--- src/rtl/lzfb_pkg.sv ---
// shared constants, types and helpers for the local zenith frame block
package lzfb_pkg;
  localparam int FRAC_BITS = 16;
  localparam int W = 18;
  localparam int RAD_W = 2 * FRAC_BITS + 4;
  localparam int S_W = RAD_W / 2;
  localparam int NUM_W = W + FRAC_BITS + 1;
  localparam int Q_W = NUM_W;
  localparam int NDIV = Q_W;
  localparam int NSQ = S_W;
  localparam int SQ_PER = 2;
  localparam int DV_PER = 2;
  localparam int NSQ_ST = (NSQ + SQ_PER - 1) / SQ_PER;
  localparam int NDV_ST = (NDIV + DV_PER - 1) / DV_PER;
  localparam logic [W-1:0] ONE = W'(1 << FRAC_BITS);
  localparam logic [RAD_W-1:0] ONE2 = RAD_W'(64'd1 << (2 * FRAC_BITS));
  localparam logic [RAD_W-1:0] THR =
    RAD_W'(((64'd1 << (2 * FRAC_BITS)) + 64'd39999) / 64'd40000);
  localparam logic [3:0] SLOTS_OK = 4'd3;
  localparam logic signed [W-1:0] S_MAX = W'((1 << (W - 1)) - 1);
  localparam logic signed [W-1:0] S_MIN = W'(1 << (W - 1));

  typedef logic signed [W-1:0] comp_t;

  typedef struct packed {
    logic ok;
    logic axis;
    logic zneg;
    comp_t x;
    comp_t y;
    comp_t z;
  } ctl_t;

  function automatic comp_t sat(input logic signed [63:0] v);
    if (v > 64'(S_MAX)) return S_MAX;
    if (v < 64'(S_MIN)) return S_MIN;
    return v[W-1:0];
  endfunction

  // round to nearest, ties away from zero, by 2^FRAC_BITS
  function automatic logic signed [63:0] rnd_sh(input logic signed [63:0] v);
    logic [63:0] m;
    m = v[63] ? 64'(-v) : 64'(v);
    m = (m + (64'd1 << (FRAC_BITS - 1))) >> FRAC_BITS;
    return v[63] ? -$signed(m) : $signed(m);
  endfunction
endpackage

--- src/rtl/lzfb_sqrt.sv ---
// pipelined integer square root of the clamped radicand, two bits per stage
module lzfb_sqrt (
  input  logic clk,
  input  logic en,
  input  logic [lzfb_pkg::RAD_W-1:0] rad,
  input  lzfb_pkg::ctl_t ctl_in,
  output logic [lzfb_pkg::S_W-1:0] root,
  output lzfb_pkg::ctl_t ctl_out
);
  import lzfb_pkg::*;
  logic [RAD_W-1:0] rem [NSQ_ST+1];
  logic [S_W-1:0] res [NSQ_ST+1];
  logic [RAD_W-1:0] src [NSQ_ST+1];
  ctl_t c [NSQ_ST+1];

  always_comb begin
    rem[0] = '0;
    res[0] = '0;
    src[0] = rad;
    c[0] = ctl_in;
  end

  for (genvar g = 0; g < NSQ_ST; g++) begin : g_st
    logic [RAD_W-1:0] r_n, s_n;
    logic [S_W-1:0] q_n;
    always_comb begin
      logic [RAD_W+1:0] t;
      r_n = rem[g];
      q_n = res[g];
      s_n = src[g];
      for (int k = 0; k < SQ_PER; k++) begin
        if (g * SQ_PER + k < NSQ) begin
          r_n = {r_n[RAD_W-3:0], s_n[RAD_W-1 -: 2]};
          s_n = {s_n[RAD_W-3:0], 2'b00};
          t = {2'b00, r_n} - {(RAD_W + 2 - S_W - 2)'(0), q_n, 2'b01};
          if (!t[RAD_W+1]) begin
            r_n = t[RAD_W-1:0];
            q_n = {q_n[S_W-2:0], 1'b1};
          end else begin
            q_n = {q_n[S_W-2:0], 1'b0};
          end
        end
      end
    end
    always_ff @(posedge clk) begin
      if (en) begin
        rem[g+1] <= r_n;
        res[g+1] <= q_n;
        src[g+1] <= s_n;
        c[g+1] <= c[g];
      end
    end
  end

  assign root = res[NSQ_ST];
  assign ctl_out = c[NSQ_ST];
endmodule

--- config.mk ---
export PLATFORM = sky130hd
export DESIGN_NAME = lzfb_sqrt
export DESIGN_NICKNAME = d
export VERILOG_FILES = /design/src/rtl/lzfb_pkg.sv /design/src/rtl/lzfb_sqrt.sv
export SDC_FILE = /design/constraint.sdc
export NUM_CORES = 1
export LEC_CHECK = 0
export BUFFER_PORTS_ARGS = -buffer_cell sky130_fd_sc_hd__buf_2
export CORE_UTILIZATION = 50
export DETAILED_ROUTE_END_ITERATION = 16
export PLACE_DENSITY = 0.72
export SLEW_MARGIN = 20
export SYNTH_ARGS = -nofsm -noshare
export SYNTH_HDL_FRONTEND = slang
export SYNTH_SLANG_ARGS = --single-unit
--- constraint.sdc ---
create_clock -name clk -period 6.9 [get_ports clk]
set_input_delay 0.69 -clock clk [delete_from_list [all_inputs] [get_ports clk]]
set_output_delay 0.69 -clock clk [all_outputs]
set_load 0.05 [all_outputs]
# Word level (Yosys, flattened, before mapping)
# Index checks and enable logic that the tools add are counted.
[op_classes]
add_sub_neg = 18
n_mux = 35
[ops]
columns = ["cell", "count"]
rows = [
  ["34-bit two-way mux", 17],
  ["36-bit by 10-bit subtractor with 37-bit output", 1],
  ["36-bit by 11-bit subtractor with 37-bit output", 1],
  ["36-bit by 12-bit subtractor with 37-bit output", 1],
  ["36-bit by 13-bit subtractor with 37-bit output", 1],
  ["36-bit by 14-bit subtractor with 37-bit output", 1],
  ["36-bit by 15-bit subtractor with 37-bit output", 1],
  ["36-bit by 16-bit subtractor with 37-bit output", 1],
  ["36-bit by 17-bit subtractor with 37-bit output", 1],
  ["36-bit by 18-bit subtractor with 37-bit output", 1],
  ["36-bit by 19-bit subtractor with 37-bit output", 1],
  ["36-bit by 3-bit subtractor with 37-bit output", 1],
  ["36-bit by 4-bit subtractor with 37-bit output", 1],
  ["36-bit by 5-bit subtractor with 37-bit output", 1],
  ["36-bit by 6-bit subtractor with 37-bit output", 1],
  ["36-bit by 7-bit subtractor with 37-bit output", 1],
  ["36-bit by 8-bit subtractor with 37-bit output", 1],
  ["36-bit by 9-bit subtractor with 37-bit output", 1],
  ["1-bit two-way mux", 18],
  ["2-bit by 1-bit subtractor with 3-bit output, second input constant", 1],
]
[totals]
inputBits = 95
reg_bits = 1019
out_inout_bits = 75
word_cells = 132

# Longest topological paths before layout
[logic_depth]
depth_word = 4
depth_mapped = 28
depth_no_buf = 25

# Worst setup path after synthesis
# No wires, ideal clock.
[synth_timing]
kind = "register -> register"
from = "register rem[92] in the netlist's numbering"
to = "register rem[47] in the netlist's numbering, data pin"
path_slack_ns = 1.377
setup_time_ns = 0.262
path_buffers = 4
t_arrival_ns = 5.261
period_less_slack_ns = 5.523
stages_incl_launch_ff = 25
required_time_ns = 6.638
path_cell_list = "edfxtp_1 > or4_1 > nor4_2 > nand2_1 > a21oi_1 > o31ai_4 > inv_2 > buf_1 > nand2_1 > o31ai_1 > ha_1 > clkbuf_1 > a21o_1 > a21oi_1 > o21bai_1 > o21bai_1 > a21oi_1 > o21ai_0 > nand2b_1 > a31oi_1 > or4_1 > or3_1 > buf_2 > buf_6 > mux2_1"
[synth_between]
elab_chain_cells = 4
word_cells_on_any_way = 5
cone_classes = "add/sub (2); mux (3)"
[synth_rtl]
columns = ["element", "line_no", "rtl"]
rows = [
  ["start, declared", "lzfb_sqrt.sv:11", "logic [RAD_W-1:0] rem [NSQ_ST+1];"],
  ["start signal, assigned by index", "lzfb_sqrt.sv:47", "rem[g+1] <= r_n;"],
  ["36-bit by 16-bit subtractor with 37-bit output", "lzfb_sqrt.sv:35", "t = {2'b00, r_n} - {(RAD_W + 2 - S_W - 2)'(0), q_n, 2'b01};"],
  ["34-bit two-way mux / 1-bit two-way mux (equally long branches)", "lzfb_sqrt.sv:36", "if (!t[RAD_W+1]) begin"],
  ["36-bit by 17-bit subtractor with 37-bit output", "lzfb_sqrt.sv:35", ""],
  ["34-bit two-way mux (*)", "lzfb_sqrt.sv:36", ""],
  ["named net g_st[7].r_n[11]", "lzfb_sqrt.sv:24", "logic [RAD_W-1:0] r_n, s_n;"],
]
# The timed path passes the listed nets; every way through them passes the cells marked *.
# A chain may end at the register's enable or synchronous reset.

# Worst setup path after layout
[layout_timing]
from = "register res[18] in the netlist's numbering"
to = "register res (netlist bit root[0]), data pin"
[layout_between]
elab_chain_cells = 4
word_cells_on_any_way = 5
cone_classes = "add/sub (2); mux (3)"
[layout_rtl]
columns = ["element", "line_no", "rtl"]
rows = [
  ["start, declared", "lzfb_sqrt.sv:12", "logic [S_W-1:0] res [NSQ_ST+1];"],
  ["start signal, assigned by index", "lzfb_sqrt.sv:48", "res[g+1] <= q_n;"],
  ["36-bit by 18-bit subtractor with 37-bit output", "lzfb_sqrt.sv:35", ""],
  ["34-bit two-way mux / 1-bit two-way mux (equally long branches)", "lzfb_sqrt.sv:36", ""],
  ["36-bit by 19-bit subtractor with 37-bit output (*)", "lzfb_sqrt.sv:35", ""],
  ["1-bit two-way mux (*)", "lzfb_sqrt.sv:36", ""],
  ["named net g_st[8].q_n[0]", "lzfb_sqrt.sv:25", "logic [S_W-1:0] q_n;"],
]
# Marked as above.

==> qor.yml <==
synthTopCellsByArea: "edfxtp_1 (62%), ha_1 (4.4%), xnor2_1 (3.9%), xor2_1 (2.5%), a21oi_1 (2.1%)"
grtUsageTotal: 0.173
yosys_warnings: 0
reg2reg_depth: 23
layout-area-overhead-vs-synth_pct: 11.1
syn_avg_cell_area_um2: 12.8
ys_types: 111
synth_top_area_cell: "edfxtp_1"
clock-skew-final_ns: 0.0518
whs_endpoint: "c[504]"
post_drt_via_cell_ratio: 5.43
max_cap_violations: 0
nets: 4161
cp_max_fo: 28
startpoint_type: "flip-flop"
cpPeakStageDelay_ns: 0.77
power.total_uw: 17000
layout_setup_ws_ns: 0.732
wl_um: 85200
hpwl_um: 61200
tns_ns: 0
post-cts-setup-buffers: 0
power.density_nw_per_um2: 319
synthCells: 3742
antenna_left: 0
netlist_area_um2: 47800
worstHoldStart: "ctl_in[48]"
grt.met3_usage: 0.0266
drc: 0
crit_slowest_cell: "a2111oi_4"
path_class: "flip-flop to flip-flop"
worstPathRequired_ns: 7.30
first_global_vias: 27800
synth-seq-cells: 992
clock_latency_ns: 0.70
dpl_worst_slack_ns: 0.717
root_buffer: "clkbuf_16"
critPathBufInv: 2
drt-wirelength-per-cell_um: 16.3
numCtsBuffers: 101
h-tree-depth: 3
fmaxAchievable_ghz: 0.162
crit_family: "compound AO/OA/AOI/OAI gates"
clk_pin_slew_ns: 0.06
vias: 28500
cts.path.max_buffers: 3
die-area_um2: 96900
start_util: 0.504
synth_enable_flop_cells: 992
rr_startpoint: "res[18]"
drt_iter0_markers: 1789
path_cells: "inv_1 > ha_1 > nor2b_1 > o21a_1 > o21ai_0 > a21oi_1 > o211ai_1 > a21oi_1 > a2111oi_4 > buf_4 > nand2_1 > o31ai_1 > ha_1 > a21o_1 > a21o_1 > a21o_1 > a21oi_1 > nor2b_1 > o21ai_0 > nand4_1 > a2111oi_0 > nand4_1 > a2111o_1"
die_y_um: 311
io_buffers: 169
drv_slew: 0
ys_seq_area_frac: 0.623
cts_resized: 0
worst_r2r_endpoint: "root[0]"
finalCritPeriodShare: 0.894
top_usage_layer: "met2"
grt_max_degree: 189
finalHoldViolCount: 0
rsz0062_at_grt: "no"
crit_arrival_ns: 6.57
r2r_slack_ns: 0.73
antenna_found_initial: 4
core_um2: 94900
globalplace.congestion: 0.892
num_rows: 113
cts_tree: "done"
pin_count: 170
first_pass_iters: 5
hold_path_depth: 1
cts_hold_buf: 0
slew_headroom: 0.290
die_w_um: 311
grt_pass1_wl_um: 138000
leakagePower_uw: 0.0192
hold_path_class: "input port to flip-flop"
overflow: 0
clock-sinks: 992
grt_use_met2: 0.306
status: "finished clean"
period_needed_ns: 6.17
setup_violations: 0
place_area_um2: 49800
drive_gt1_frac: 0.118
synth_fp_nets: 4006
irDropWorstVdd_v: 0.000221
endpoint_kind: "flip-flop"
met1_usage: 0.209
finalInstanceArea_um2: 53100
synth_top_area_share: 0.623
ys.flop_type: "edfxtp_1"
synth-async-reset-ratio: 0
worstMarginPinSlew_ns: 1.06
==> worst max path at each step <==
stage            start       to  slack, ns  cells past startpoint
2_1_floorplan  rem[92]  rem[47]       1.38                     24
3_3_place_gp   rem[36]  root[0]       0.71                     22
3_5_place_dp   res[18]  root[0]       0.72                     23
4_1_cts        res[18]  root[0]       0.65                     23
5_1_grt        res[18]  root[0]       0.29                     23
6_report       res[18]  root[0]       0.73                     23
==> layout make-up <==
class,count,area [um^2]
fillers,7742,41700
clock inverters,66,731
clock buffers,117,2610
repair buffers,204,1210
inverters,157,589
multi-input cells,2441,16600
well taps,1265,1580
diodes,1,2.50
flip-flops and latches,992,29800
==> where the power goes <==
| part | internal [uW] | switching (uW) |
|---|---|---|
| clock | 3140 | 2290 |
| sequential | 7420 | 401 |
| combinational | 1500 | 2200 |
| total | 12100 | 4890 |
==> kinds of logic (layout without fill, tap and decap cells) <==
family	Yosys count	in the layout	share of synthesized area
buffers and inverters	309	544	0.0303
muxes	47	47	0.0107
DFF	992	992	0.623
other	1	2	0.0000784
and+or+nand+nor	1179	1179	0.131
AOI/OAI and AO/OA	693	693	0.0961
adders and majority gates	169	169	0.0442
xor gates and xnor gates	352	352	0.0650
==> layout by cell type (no fill, tap or decap), types with 47 or more instances in the layout <==
cell type	count
nand4_1	49
nor4_1	60
nor2_1	263
nand2_1	250
edfxtp_1	992
o21ai_0	130
ha_1	169
nor3_1	134
xnor2_1	214
inv_1	150
a21oi_1	201
buf_2	168
xor2_1	136
clkbuf_16	102
a21o_1	63
o21a_1	47
nand3_1	73
nand2b_1	48
==> registers in the layout, summed over array words and instances (netlist names) <==
signal    flops
c           456
src          32
rem         245
g_st.s_n    112
res          72
ctl_out      57
root         18
==> cells in the mapped netlist (63+ instances only) <==
master and n:
a21o_1 63, a21oi_1 201, clkbuf_1 67, edfxtp_1 992
ha_1 169, inv_1 150, nand2_1 250, nand3_1 73
nor2_1 263, nor3_1 134, o21ai_0 130, xnor2_1 214
xor2_1 136
==> through the flow <==
step | hold WS [ns] | utilization | cells
after floorplan | 0.400 | - | 3742
after global placement | 0.400 | 0.525 | 5059
after detailed placement | 0.405 | 0.525 | 5059
after CTS | 0.112 | 0.560 | 5242
after global routing | 0.136 | 0.560 | 5243
final | 0.167 | 0.560 | 5243
==> routing by layer <==
metal / share of wire / wire length (um)
met1: 0.42 / 36200
met2: 0.50 / 42900
met3: 0.036 / 3080
met4: 0.035 / 3020
met5: 0.00035 / 30
Power figures use the tool's default switching activity.
